$ cat src/hdl/cfd_pkg.sv
// ----------------------------------------------------------------------------
// cfd_pkg
// Shared types, constants and field lookups for the config frame deframer.
// ----------------------------------------------------------------------------
package cfd_pkg;

	// defaults for the top-level parameters
	localparam int MAX_FIELDS_DEF   = 8;
	localparam int WINDOW_BYTES_DEF = 35;
	localparam int RAM_DEPTH_DEF    = 64;

	// fields that have register bits
	localparam int FIELDS_CFG = 8;

	// field index as seen by the lookup functions
	localparam int FIDX_W = 4;

	// bytes-in-chunk counter, saturating
	localparam int                CNT_W   = 6;
	localparam logic [CNT_W-1:0]  CNT_MAX = '1;

	// history entry: running sum after the byte, then the last four bytes
	localparam int ENT_W = 8 + 32;

	// configuration port
	localparam int CFG_IDX_W  = 3;
	localparam int CFG_DATA_W = 32;

	typedef enum logic [CFG_IDX_W-1:0] {
		REG_SYNC   = 3'd0,
		REG_COUNT  = 3'd1,
		REG_SIZES  = 3'd2,
		REG_SIGNED = 3'd3,
		REG_SLOTS  = 3'd4
	} cfg_reg_t;

	localparam logic [15:0] SYNC_RST   = 16'hAA55;
	localparam logic [3:0]  COUNT_RST  = 4'd5;
	localparam logic [15:0] SIZES_RST  = 16'd340;
	localparam logic [7:0]  SIGNED_RST = 8'd22;
	localparam logic [31:0] SLOTS_RST  = 32'd344592;

	// per-field attributes carried alongside a field read
	typedef struct packed {
		logic [1:0] szm1;
		logic       sgn;
		logic [3:0] slot;
		logic       last;
	} fld_info_t;

	// byte count minus one; fields without register bits are one byte
	function automatic logic [1:0] fld_size_m1(input logic [15:0] sizes,
		input logic [FIDX_W-1:0] idx);
		logic [1:0] r;
		r = 2'd0;
		if (idx < FIDX_W'(FIELDS_CFG))
			r = sizes[{idx[2:0], 1'b0} +: 2];
		return r;
	endfunction

	function automatic logic fld_signed(input logic [7:0] sgn,
		input logic [FIDX_W-1:0] idx);
		logic r;
		r = 1'b0;
		if (idx < FIDX_W'(FIELDS_CFG))
			r = sgn[idx[2:0]];
		return r;
	endfunction

	function automatic logic [3:0] fld_slot(input logic [31:0] slots,
		input logic [FIDX_W-1:0] idx);
		logic [3:0] r;
		r = 4'd0;
		if (idx < FIDX_W'(FIELDS_CFG))
			r = slots[{idx[2:0], 2'b00} +: 4];
		return r;
	endfunction

endpackage

$ cat src/hdl/config_frame_deframer.sv
// ----------------------------------------------------------------------------
// config_frame_deframer
// Sync-word / checksum frame parser over a chunked byte stream.
// ----------------------------------------------------------------------------
// Use:
//  Bytes come in on the byte channel (byte_valid / byte_stall), one per beat,
//  with chunk_end set on the last byte of a receive chunk. Results leave on
//  the result channel (res_valid / res_stall): one beat per decoded field of
//  the first good frame in a chunk, or a single not-found beat (found = 0)
//  when a chunk closes without one. last marks the final beat a byte causes.
//  Configuration is written through cfg_we / cfg_idx / cfg_data while idle.
// Flow:
//  One byte per cycle while no frame is found and no not-found beat is held
//  by res_stall; the check of each byte is one read of the history RAM. A good
//  frame gives one field per cycle unless res_stall holds it, each being one
//  RAM read, with the byte side stalled. Bytes reach results through stage 1,
//  then (for fields) the sequencer and RAM read, then the result register.
// Reset:
//  Control state and configuration registers reset at once; history RAM data
//  is left undefined and never used before being written in the current chunk,
//  so there is no clearing pass. A stalled receiver holds the result register;
//  the byte side keeps going until a second result would be needed.
// ----------------------------------------------------------------------------
module config_frame_deframer #(
	parameter int MAX_FIELDS   = cfd_pkg::MAX_FIELDS_DEF,
	parameter int WINDOW_BYTES = cfd_pkg::WINDOW_BYTES_DEF
) (
	input  logic                            clk,
	input  logic                            arst_n,
	// configuration
	input  logic                            cfg_we,
	input  logic [cfd_pkg::CFG_IDX_W-1:0]   cfg_idx,
	input  logic [cfd_pkg::CFG_DATA_W-1:0]  cfg_data,
	// byte channel
	input  logic                            byte_valid,
	output logic                            byte_stall,
	input  logic [7:0]                      rx_byte,
	input  logic                            chunk_end,
	// result channel
	output logic                            res_valid,
	input  logic                            res_stall,
	output logic                            found,
	output logic [3:0]                      slot,
	output logic signed [31:0]              value,
	output logic                            last
);

	// history RAM: one entry per byte, indexed by byte position mod DEPTH
	localparam int AW    = (WINDOW_BYTES > 1) ? $clog2(WINDOW_BYTES) : 1;
	localparam int DEPTH = 1 << AW;
	// field count and field index widths
	localparam int NW = $clog2(MAX_FIELDS + 1);
	localparam int FW = (MAX_FIELDS > 1) ? $clog2(MAX_FIELDS) : 1;

	localparam int CW = cfd_pkg::CNT_W;

	// ------------------------------------------------------------------
	// configuration registers
	// ------------------------------------------------------------------
	logic [15:0] sync_q;
	logic [3:0]  fcount_q;
	logic [15:0] fsizes_q;
	logic [7:0]  fsigned_q;
	logic [31:0] fslots_q;

	always_ff @(posedge clk or negedge arst_n) begin
		if (!arst_n) begin
			sync_q    <= cfd_pkg::SYNC_RST;
			fcount_q  <= cfd_pkg::COUNT_RST;
			fsizes_q  <= cfd_pkg::SIZES_RST;
			fsigned_q <= cfd_pkg::SIGNED_RST;
			fslots_q  <= cfd_pkg::SLOTS_RST;
		end else if (cfg_we) begin
			case (cfd_pkg::cfg_reg_t'(cfg_idx))
				cfd_pkg::REG_SYNC:   sync_q    <= cfg_data[15:0];
				cfd_pkg::REG_COUNT:  fcount_q  <= cfg_data[3:0];
				cfd_pkg::REG_SIZES:  fsizes_q  <= cfg_data[15:0];
				cfd_pkg::REG_SIGNED: fsigned_q <= cfg_data[7:0];
				cfd_pkg::REG_SLOTS:  fslots_q  <= cfg_data[31:0];
				default: ;
			endcase
		end
	end

	// fields in use: zero counts as one, saturate at MAX_FIELDS
	logic [NW-1:0] nf;
	always_comb begin
		if (fcount_q == 4'd0)
			nf = NW'(1);
		else if (32'(fcount_q) > 32'(MAX_FIELDS))
			nf = NW'(MAX_FIELDS);
		else
			nf = NW'(fcount_q);
	end

	// frame length: two sync bytes, the fields, the checksum byte
	logic [CW-1:0] flen;
	always_comb begin
		flen = CW'(3);
		for (int f = 0; f < MAX_FIELDS; f++) begin
			if (f < int'(nf))
				flen = flen + CW'(cfd_pkg::fld_size_m1(fsizes_q,
					cfd_pkg::FIDX_W'(f))) + CW'(1);
		end
	end

	logic frame_fits;
	assign frame_fits = (32'(flen) <= 32'(WINDOW_BYTES));

	// ------------------------------------------------------------------
	// byte intake (stage 0): history write and check read
	// ------------------------------------------------------------------
	logic          accept;
	logic [AW-1:0] wptr_q;
	logic [CW-1:0] cnt_q;
	logic [CW-1:0] cnt_inc;
	logic [7:0]    sum_q;
	logic [7:0]    sum_nx;
	logic [31:0]   last4_q;
	logic [31:0]   last4_nx;
	logic [AW-1:0] chk_addr;

	assign accept   = byte_valid && !byte_stall;
	assign sum_nx   = sum_q + rx_byte;
	assign last4_nx = {rx_byte, last4_q[31:8]};
	assign cnt_inc  = (cnt_q == cfd_pkg::CNT_MAX) ? cnt_q : cnt_q + CW'(1);
	// entry of the second sync byte: frame start plus one
	assign chk_addr = wptr_q - AW'(flen) + AW'(2);

	always_ff @(posedge clk or negedge arst_n) begin
		if (!arst_n) begin
			wptr_q <= '0;
			cnt_q  <= '0;
		end else if (accept) begin
			wptr_q <= wptr_q + AW'(1);
			cnt_q  <= chunk_end ? '0 : cnt_inc;
		end
	end

	// running sum and last-four-bytes shifter; only differences of the sum matter
	always_ff @(posedge clk or negedge arst_n) begin
		if (!arst_n) begin
			sum_q   <= '0;
			last4_q <= '0;
		end else if (accept) begin
			sum_q   <= sum_nx;
			last4_q <= last4_nx;
		end
	end

	// ------------------------------------------------------------------
	// history RAM
	// ------------------------------------------------------------------
	logic                      ram_re;
	logic [AW-1:0]             ram_raddr;
	logic [cfd_pkg::ENT_W-1:0] ram_rdata;
	logic [7:0]                rd_sum;
	logic [31:0]               rd_w;
	logic                      issue;
	logic [AW-1:0]             fld_addr;

	assign ram_re    = accept || issue;
	assign ram_raddr = accept ? chk_addr : fld_addr;
	assign rd_sum    = ram_rdata[39:32];
	assign rd_w      = ram_rdata[31:0];

	cfd_ram #(
		.WIDTH (cfd_pkg::ENT_W),
		.DEPTH (DEPTH)
	) u_ram (
		.clk   (clk),
		.we    (accept),
		.waddr (wptr_q),
		.wdata ({sum_nx, last4_nx}),
		.re    (ram_re),
		.raddr (ram_raddr),
		.rdata (ram_rdata)
	);

	// ------------------------------------------------------------------
	// frame check (stage 1)
	// ------------------------------------------------------------------
	logic          valid_s1;
	logic [7:0]    byte_s1;
	logic          end_s1;
	logic [CW-1:0] cnt_s1;
	logic [7:0]    sum_s1;
	logic [AW-1:0] wptr_s1;
	logic          taken_q;

	always_ff @(posedge clk) begin
		if (accept) begin
			byte_s1 <= rx_byte;
			end_s1  <= chunk_end;
			cnt_s1  <= cnt_inc;
			sum_s1  <= sum_q;
			wptr_s1 <= wptr_q;
		end
	end

	logic       sync_ok;
	logic [7:0] csum;
	logic       match;
	logic       nofind;
	logic       retire;
	logic       out_load;

	// rd_w[23:16] is the first sync byte, rd_w[31:24] the second;
	// frame sum = S(checksum-1) - S(second sync) + both sync bytes
	assign sync_ok = (rd_w[23:16] == sync_q[15:8]) && (rd_w[31:24] == sync_q[7:0]);
	assign csum    = sum_s1 - rd_sum + rd_w[23:16] + rd_w[31:24];
	assign match   = valid_s1 && !taken_q && frame_fits && (cnt_s1 >= flen) &&
		sync_ok && (csum == byte_s1);
	assign nofind  = valid_s1 && end_s1 && !taken_q && !match;
	assign retire  = valid_s1 && (!nofind || out_load);

	always_ff @(posedge clk or negedge arst_n) begin
		if (!arst_n) begin
			valid_s1 <= 1'b0;
			taken_q  <= 1'b0;
		end else begin
			if (accept)
				valid_s1 <= 1'b1;
			else if (retire)
				valid_s1 <= 1'b0;
			if (retire) begin
				if (end_s1)
					taken_q <= 1'b0;
				else if (match)
					taken_q <= 1'b1;
			end
		end
	end

	// ------------------------------------------------------------------
	// field sequencer: one RAM read per field
	// ------------------------------------------------------------------
	logic                        emit_q;
	logic [FW-1:0]               fi_q;
	logic [AW-1:0]               fptr_q;
	logic [cfd_pkg::FIDX_W-1:0]  fi_ext;
	logic [1:0]                  cur_szm1;
	logic                        fi_last;
	logic                        valid_s2;
	cfd_pkg::fld_info_t          fld_s2;

	assign fi_ext   = cfd_pkg::FIDX_W'(fi_q);
	assign cur_szm1 = cfd_pkg::fld_size_m1(fsizes_q, fi_ext);
	assign fi_last  = ((NW'(fi_q) + NW'(1)) == nf);
	assign issue    = emit_q && (!valid_s2 || out_load);
	// the entry of a field's last byte holds the whole field in its top bytes
	assign fld_addr = fptr_q + AW'(cur_szm1);

	always_ff @(posedge clk or negedge arst_n) begin
		if (!arst_n) begin
			emit_q   <= 1'b0;
			fi_q     <= '0;
			valid_s2 <= 1'b0;
		end else begin
			if (retire && match) begin
				emit_q <= 1'b1;
				fi_q   <= '0;
			end else if (issue) begin
				fi_q <= fi_q + FW'(1);
				if (fi_last)
					emit_q <= 1'b0;
			end
			if (issue)
				valid_s2 <= 1'b1;
			else if (out_load)
				valid_s2 <= 1'b0;
		end
	end

	always_ff @(posedge clk) begin
		if (retire && match)
			fptr_q <= wptr_s1 - AW'(flen) + AW'(3);	// first field byte
		else if (issue)
			fptr_q <= fptr_q + AW'(cur_szm1) + AW'(1);
		if (issue) begin
			fld_s2.szm1 <= cur_szm1;
			fld_s2.sgn  <= cfd_pkg::fld_signed(fsigned_q, fi_ext);
			fld_s2.slot <= cfd_pkg::fld_slot(fslots_q, fi_ext);
			fld_s2.last <= fi_last;
		end
	end

	// little-endian field, top bytes of the entry; sign bit is always bit 31
	logic        sg;
	logic [31:0] fval;
	assign sg = fld_s2.sgn & rd_w[31];
	always_comb begin
		case (fld_s2.szm1)
			2'd0:    fval = {{24{sg}}, rd_w[31:24]};
			2'd1:    fval = {{16{sg}}, rd_w[31:16]};
			2'd2:    fval = {{8{sg}}, rd_w[31:8]};
			default: fval = rd_w;
		endcase
	end

	// ------------------------------------------------------------------
	// result register
	// ------------------------------------------------------------------
	logic        res_valid_q;
	logic        found_q;
	logic [3:0]  slot_q;
	logic [31:0] value_q;
	logic        last_q;

	assign out_load = !res_valid_q || !res_stall;

	always_ff @(posedge clk or negedge arst_n) begin
		if (!arst_n)
			res_valid_q <= 1'b0;
		else if (out_load)
			res_valid_q <= valid_s2 || nofind;
	end

	always_ff @(posedge clk) begin
		if (out_load) begin
			if (valid_s2) begin
				found_q <= 1'b1;
				slot_q  <= fld_s2.slot;
				value_q <= fval;
				last_q  <= fld_s2.last;
			end else begin
				found_q <= 1'b0;
				slot_q  <= 4'd0;
				value_q <= 32'd0;
				last_q  <= 1'b1;
			end
		end
	end

	// take a byte when no field is pending and stage 1 is free or leaves without starting a frame
	assign byte_stall = emit_q || valid_s2 || (valid_s1 && !(retire && !match));

	assign res_valid = res_valid_q;
	assign found     = found_q;
	assign slot      = slot_q;
	assign value     = value_q;
	assign last      = last_q;

endmodule

$ cat src/hdl/cfd_ram.sv
// ----------------------------------------------------------------------------
// cfd_ram
// Simple dual-port RAM: one write port, one read port, registered read data.
// ----------------------------------------------------------------------------
module cfd_ram #(
	parameter int WIDTH = cfd_pkg::ENT_W,
	parameter int DEPTH = cfd_pkg::RAM_DEPTH_DEF
) (
	input  logic                     clk,
	input  logic                     we,
	input  logic [$clog2(DEPTH)-1:0] waddr,
	input  logic [WIDTH-1:0]         wdata,
	input  logic                     re,
	input  logic [$clog2(DEPTH)-1:0] raddr,
	output logic [WIDTH-1:0]         rdata
);

	logic [WIDTH-1:0] mem [DEPTH];
	logic [WIDTH-1:0] rdata_q;

	always_ff @(posedge clk) begin
		if (we)
			mem[waddr] <= wdata;
	end

	// read data holds until the next read
	always_ff @(posedge clk) begin
		if (re)
			rdata_q <= mem[raddr];
	end

	assign rdata = rdata_q;

endmodule

$ cat config.mk
export PLATFORM = sky130hd
export DESIGN_NAME = config_frame_deframer
export DESIGN_NICKNAME = d
export VERILOG_FILES = /design/src/hdl/cfd_pkg.sv /design/src/hdl/config_frame_deframer.sv /design/src/hdl/cfd_ram.sv
export SDC_FILE = /design/constraint.sdc
export NUM_CORES = 2
export LEC_CHECK = 0
export BUFFER_PORTS_ARGS = -buffer_cell sky130_fd_sc_hd__buf_2
export CAP_MARGIN = 25
export CORE_UTILIZATION = 30
export CTS_BUF_LIST = sky130_fd_sc_hd__clkbuf_8 sky130_fd_sc_hd__clkbuf_16
export CTS_CLUSTER_SIZE = 24
export DETAILED_ROUTE_END_ITERATION = 12
export PLACE_DENSITY = 0.53
export SYNTH_ARGS = -nofsm -noshare
export SYNTH_HDL_FRONTEND = slang
export SYNTH_SLANG_ARGS = --single-unit
$ cat constraint.sdc
create_clock -name clk -period 26.8 [get_ports clk]
set_input_delay 4.02 -clock clk [delete_from_list [all_inputs] [get_ports clk]]
set_output_delay 4.02 -clock clk [all_outputs]
set_load 0.02 [all_outputs]
Word-level counts from Yosys, hierarchy flattened
Memory sizes are Yosys's and may differ from the RTL's. A register that Yosys moved wholly into a read port is not among the register bits.
Cells that the tools add are included.
{"block": "word_totals", "regBits": 217, "mem_bits_rw": 2560, "input_bits": 49, "output_inout_bits": 40, "elab_cells": 173, "n_memories": 1}
{"memory": "u_ram.mem", "words": 64, "word_bits": 40, "rd": 1, "rd_ports_with_merged_regs": 1, "wr": 1, "line": "cfd_ram.sv:18", "rtl": "logic [WIDTH-1:0] mem [DEPTH];"}
{"block": "op_classes", "addsub": 30, "magnitude_cmp": 13, "eq_ne": 11, "shift": 2, "n_mux": 41, "bitwise_logic": 1, "n_reduce_logical": 45}
{"op": "$pmux 32 s3", "count": 1}
{"op": "$mux 6", "count": 12}
{"op": "$add 6x1->6 const B", "count": 10}
{"op": "$add 6x2->6", "count": 8}
{"op": "$shiftx 32x6->4", "count": 1}
{"op": "$add 8x8->8", "count": 3}
{"op": "$eq 8x8->1", "count": 3}
{"op": "$mux 2", "count": 9}
{"op": "$lt 3x4->1 const A", "count": 4}
{"op": "$shiftx 16x5->2", "count": 1}
{"op": "$logic_and 1x1->1", "count": 15}
{"op": "$reduce_and 2->1", "count": 7}
{"op": "$mux 1", "count": 13}
{"op": "$add 6x2->6 const B", "count": 2}
{"op": "$mux 4", "count": 3}
{"op": "$sub 6x6->6", "count": 2}
{"op": "$reduce_bool 2->1", "count": 5}
{"op": "$add 3x1->4 const B", "count": 2}
{"op": "$logic_not 1->1", "count": 8}
{"op": "$lt 1x4->1 const A", "count": 2}
{"op": "$lt 2x4->1 const A", "count": 2}
{"op": "$lt 3x4->1 const B", "count": 2}
{"op": "$sub 8x8->8", "count": 1}
{"op": "$logic_or 1x1->1", "count": 7}
{"op": "other kinds (18)", "count": 20}

Depth between registers and ports, before layout
{"block": "logic_depth", "ltp_word": 47, "ltp_mapped": 44, "mapped_depth_nobuf": 39}

Cells and area by module
From an unflattened synthesis, not the netlist that was laid out.
{"block": "hier_totals", "cells_unflattened": 5198, "area_unflattened_um2": 110230.7}
{"module": "cfd_ram", "n_inst": 1, "cells_per_inst": 4195, "area_per_inst_um2": 98236.7, "seq_area_each_um2": 78074.9}
{"module": "config_frame_deframer", "n_inst": 1, "cells_per_inst": 1003, "area_per_inst_um2": 11994.0, "seq_area_each_um2": 5662.9}

Worst setup path before layout
Ideal clock, no wire load.
{"block": "synth_path", "path_kind": "reg-to-output", "start": "register fcount_q[3]", "end": "output byte_stall", "t_arrival_ns": 8.081, "required_ns": 22.780, "setup_slack_ns": 14.699, "path_stages_with_launch": 34, "n_path_buf": 3, "cell_sequence": "dfrtp_1 > buf_4 > or3_4 > o21ai_0 > ha_1 > inv_1 > fa_1 > mux2_2 > fa_1 > mux2_2 > fa_1 > nand2_1 > nand2_1 > fa_1 > mux2i_1 > fa_1 > mux2_2 > inv_1 > ha_1 > nor2b_1 > o21ai_0 > or3_1 > mux2i_1 > xnor2_1 > xnor3_1 > ha_1 > a21o_1 > a21oi_1 > nor2b_1 > o2111ai_1 > nand2b_1 > clkbuf_1 > clkbuf_1 > nand2_1"}
{"block": "synth_via", "elab_chain_cells": 40, "word_cells_on_any_way": 49, "cone_classes": "add/sub: 14; order compare: 11; mux: 10; reduce/logical: 14"}
{"element": "start, declared", "line": "config_frame_deframer.sv:61", "rtl": "logic [3:0] fcount_q;"}
{"element": "start signal, assigned", "line": "config_frame_deframer.sv:69", "rtl": "fcount_q <= cfd_pkg::COUNT_RST;"}
{"element": "start signal, assigned", "line": "config_frame_deframer.sv:76", "rtl": "cfd_pkg::REG_COUNT: fcount_q <= cfg_data[3:0];"}
{"element": "$gt 4x4->1", "line": "config_frame_deframer.sv:90", "rtl": "else if (32'(fcount_q) > 32'(MAX_FIELDS))"}
{"element": "$mux 4", "line": "config_frame_deframer.sv:90"}
{"element": "$mux 4 (*)", "line": "config_frame_deframer.sv:88", "rtl": "if (fcount_q == 4'd0)"}
{"element": "$lt 1x4->1", "line": "config_frame_deframer.sv:101", "rtl": "if (f < int'(nf))"}
{"element": "$mux 4", "line": "config_frame_deframer.sv:101"}
{"element": "$add 6x2->6", "line": "config_frame_deframer.sv:102", "rtl": "flen = flen + CW'(cfd_pkg::fld_size_m1(fsizes_q,"}
{"element": "$add 6x1->6", "line": "config_frame_deframer.sv:103", "rtl": "cfd_pkg::FIDX_W'(f))) + CW'(1);"}
{"element": "$mux 6", "line": "config_frame_deframer.sv:101"}
{"element": "[24 not listed]"}
{"element": "$logic_and 1x1->1", "line": "config_frame_deframer.sv:214", "rtl": "assign nofind = valid_s1 && end_s1 && !taken_q && !match;"}
{"element": "$logic_not 1->1", "line": "config_frame_deframer.sv:215", "rtl": "assign retire = valid_s1 && (!nofind || out_load);"}
{"element": "$logic_or 1x1->1", "line": "config_frame_deframer.sv:215"}
{"element": "$logic_and 1x1->1", "line": "config_frame_deframer.sv:215"}
{"element": "$logic_and 1x1->1 (*)", "line": "config_frame_deframer.sv:336", "rtl": "assign byte_stall = emit_q || valid_s2 || (valid_s1 && !(retire && !match));"}
{"element": "$logic_not 1->1 (*)", "line": "config_frame_deframer.sv:336"}
{"element": "$logic_and 1x1->1 (*)", "line": "config_frame_deframer.sv:336"}
{"element": "$logic_or 1x1->1 (*)", "line": "config_frame_deframer.sv:336"}
{"element": "end, declared", "line": "config_frame_deframer.sv:36", "rtl": "output logic byte_stall,"}
Every way passes the cells marked *; elsewhere a longest branch is shown, timed or not.

Final worst setup path
{"block": "layout_path", "start": "register fcount_q[3]", "end": "register u_ram.rdata_q[25] (netlist: u_ram.rdata[25]), read port of u_ram.mem (data pin)"}
{"block": "layout_via", "elab_chain_cells": 43, "word_cells_on_any_way": 55, "cone_classes": "add/sub: 16; order compare: 11; mux: 11; reduce/logical: 17"}
{"element": "$gt 4x4->1", "line": "config_frame_deframer.sv:90"}
{"element": "$mux 4", "line": "config_frame_deframer.sv:90"}
{"element": "$mux 4 (*)", "line": "config_frame_deframer.sv:88"}
{"element": "$lt 1x4->1", "line": "config_frame_deframer.sv:101"}
{"element": "$mux 4", "line": "config_frame_deframer.sv:101"}
{"element": "$add 6x2->6", "line": "config_frame_deframer.sv:102"}
{"element": "$add 6x1->6", "line": "config_frame_deframer.sv:103"}
{"element": "$mux 6", "line": "config_frame_deframer.sv:101"}
{"element": "[27 not listed]"}
{"element": "$logic_and 1x1->1", "line": "config_frame_deframer.sv:215"}
{"element": "$logic_and 1x1->1", "line": "config_frame_deframer.sv:336"}
{"element": "$logic_not 1->1", "line": "config_frame_deframer.sv:336"}
{"element": "$logic_and 1x1->1", "line": "config_frame_deframer.sv:336"}
{"element": "$logic_or 1x1->1", "line": "config_frame_deframer.sv:336"}
{"element": "$logic_not 1->1", "line": "config_frame_deframer.sv:123", "rtl": "assign accept = byte_valid && !byte_stall;"}
{"element": "$logic_and 1x1->1", "line": "config_frame_deframer.sv:123"}
{"element": "$mux 6 / $logic_or 1x1->1 (equally long branches)", "line": "config_frame_deframer.sv:163, config_frame_deframer.sv:162"}
{"element": "end, declared", "line": "cfd_ram.sv:19", "rtl": "logic [WIDTH-1:0] rdata_q;"}
Marks and branches as above.
A chain may end at the register's enable or synchronous reset.

==> metrics.yaml <==
worst_pin_slew_ps: 1158
synth.avg_cell_area_um2: 18.00
synth-main-ff-cell: "edfxtp_1"
synth_mux_area_frac: 0.1246
fp.dieArea_um2: 374600
vias: 61470
cts_setup_buffers: 0
clock_skew_ps: 57.91
clockBufferDepth: 4
min_delay_path_depth: 0
wl_met3_um: 27650
dpl.hpwl_um: 199300
grt_pass1_wl_um: 482000
gp_congestion: 0.7985
cts_resized: 0
maxCapViolCount: 0
ctsHoldBuffers: 0
top_level_ports: 89
crit_path_max_incr_delay_ps: 840
synth_nets: 6335
setup_viol: 0
postLayoutCellArea_um2: 129100
crit_slowest_cell: "mux2_8"
drt-met1-wl_um: 148400
grt_overflow: 0
clk_latency_ps: 910
cts_max_level: 5
synth_compound_area_frac: 0.04928
viasPerCell: 5.256
ant_nets: 0
drv_slew: 0
cts_sinks: 2809
met2_length_um: 161900
holdPathEnd: "sum_s1[4]"
crit_path_end_kind: "flop"
rr_startpoint: "fcount_q[3]"
port_buffers: 88
dr.max_layer_used: "met5"
synth_edf_count: 2681
worstSetupStartpointType: "flop"
rows: 223
async_flop_share: 0.04557
wire_per_inst_um: 29.75
max_freq_mhz: 65.61
drcViolationCount: 0
syn_area_um2: 111600
ys_ff_latch: 2809
arrival_ps: 15850
drive_above_1_share: 0.1876
synth_cells: 6203
drt_iter0_markers: 7509
cts-root-buf: "clkbuf_16"
cts_made_buffers: 305
crit_type: "flop to flop"
cts_tree: "yes"
grt_use_total: 0.1814
final-hold-violation-count: 0
layout_min_cycle_time_ps: 15240
status: "completed"
r2r-end: "u_ram.rdata[25]"
clk_pin_slew_worst_paths_ps: 60
synth_fa_ha_area_frac: 0.01107
worstHoldStart: "sum_q[4]"
synth_cell_types: 82
syn2layout_area_growth_pct: 15.65
grt_max_degree: 126
synthSimpleGateAreaFrac: 0.04141
fin_hold_ws_ps: 482.5
grt_pass1_vias: 60480
hp-class: "flop to flop"
ys_warn_count: 0
synth_top_family_by_area: "multiplexers"
final.setup.tns_ps: 0
fp.dieW_um: 612.0
required_ps: 27410
worstPathMaxFanout: 78
reg2regPathDepth: 41
die_y_um: 612.0
synth_xor_area_frac: 0.007318
fin_nets: 6628
antenna_found_initial: 28
firstDrtPassIters: 5
place_inst: 11140
fin_cells: 11690
initial_core_util: 0.3020
post_dp_cell_area_um2: 119600
routed_wl_um: 347900
regToRegSetupSlack_ps: 11560
core-area_um2: 369700
seq_area_frac_synth: 0.7501
rsz0062_at_grt: "no"
fin_crit_sh: 0.5687
max-slew-margin-rel: 0.2283
-- cell families (layout without fill, tap and decap cells) --
family | count (synthesis) | count (layout)
AND/OR/NAND/NOR | 1004 | 1004
AO/OA/AOI/OAI | 799 | 799
multiplexers | 1012 | 1012
other | 0 | 13
buffers and inverters | 407 | 935
flip-flops | 2809 | 2809
adder cells (fa/ha/maj) | 84 | 84
XOR/XNOR | 88 | 88
-- metal layers --
layer  vias to the layer above  GRT usage
met4                        14    0.05220
met3                       501    0.02854
met1                     32900     0.2537
met2                      2684     0.2912
li1                      25370          -
met5                         -          0
-- worst max-delay path by stage --
stage	to	cells past startpoint	from
after floorplan	byte_stall	33	fcount_q[3]
after global placement	u_ram.rdata[11]	41	fcount_q[3]
after detailed placement	u_ram.rdata[11]	41	fcount_q[3]
after CTS	u_ram.rdata[11]	41	fcount_q[3]
after global routing	u_ram.rdata[11]	41	fcount_q[3]
final	u_ram.rdata[25]	41	fcount_q[3]
-- placed cells by master, fill, tap and decap left out, types with 30 or more instances in the layout --
cell type / synthesis / layout
clkinv_1: 0 / 65
mux2i_1: 628 / 626
buf_2: 93 / 88
mux2_2: 89 / 88
or4_1: 36 / 36
mux4_2: 292 / 292
o22ai_1: 160 / 160
a21oi_1: 124 / 124
o21ai_0: 141 / 141
ha_1: 58 / 57
clkbuf_16: 0 / 307
nor2_4: 0 / 64
dfrtp_1: 106 / 82
a221oi_1: 42 / 42
nand2b_1: 104 / 104
nand3_1: 67 / 67
clkinv_2: 0 / 42
nand4_1: 46 / 46
buf_4: 6 / 201
inv_1: 74 / 146
a221o_1: 89 / 89
nand2_1: 568 / 562
edfxtp_1: 2681 / 2681
a2111oi_0: 30 / 30
a31oi_1: 30 / 30
a22oi_1: 72 / 72
xnor2_1: 55 / 50
-- metrics by stage --
stage / setup slack (ps) / util
2_1_floorplan: 14700 / -
3_3_place_gp: 11410 / 0.3221
3_5_place_dp: 11430 / 0.3234
4_1_cts: 11420 / 0.3489
5_1_grt: 10610 / 0.3492
6_report: 11560 / 0.3493
-- final cells by class --
class                      instances  area, µm²
sequential                      2809      83770
timing repair buffer             318       2545
multi-input combinational       2987      26860
inverter                          75      284.0
clock inverter                   229       1674
tap                             4950       6193
fill                           34460     240600
clock buffer                     313       7765
antenna                           13      32.53
-- critical path, delay by kind of cell (launching register included) --
kind,cells,cell delay (ps)
multiplexers,8,3150
adder cells (fa/ha/maj),8,2870
AND/OR/NAND/NOR,9,2850
flip-flops,1,560
buffers and inverters,8,3670
AO/OA/AOI/OAI,8,1500
-- registers in the layout, summed over array words and instances (netlist names), 16 cells and up --
signal       count
u_ram.mem     2560
u_ram.rdata     40
fslots_q        32
value           32
last4_q         24
fsizes_q        16
sync_q          16
-- synthesized netlist by cell type, drive strengths merged, types with 19 or more instances --
master	instances	area, µm²
o22ai	160	1001
ha	58	725.7
a22oi	72	540.5
buf	160	882.1
inv	75	281.5
edfxtp	2681	80510
or4	36	270.3
mux4	292	6576
fa	25	500.5
nand2	568	2132
nand2b	104	650.6
o21ai	147	739.5
dfrtp	106	2653
nor2	91	341.6
a31oi	30	187.7
nand3	67	335.3
a2111oi	30	262.8
nand4	46	287.8
clkbuf	172	646.9
mux2	90	1017
xor2	31	290.3
xnor2	55	481.7
a21oi	124	620.6
a221o	89	890.9
a21boi	19	142.6
mux2i	630	6322
a221oi	42	367.9
dfstp	22	578.1
Power is left out: the tool's default activity adds up to more than one toggle a clock period on the data nets, which glitch-free logic cannot reach.
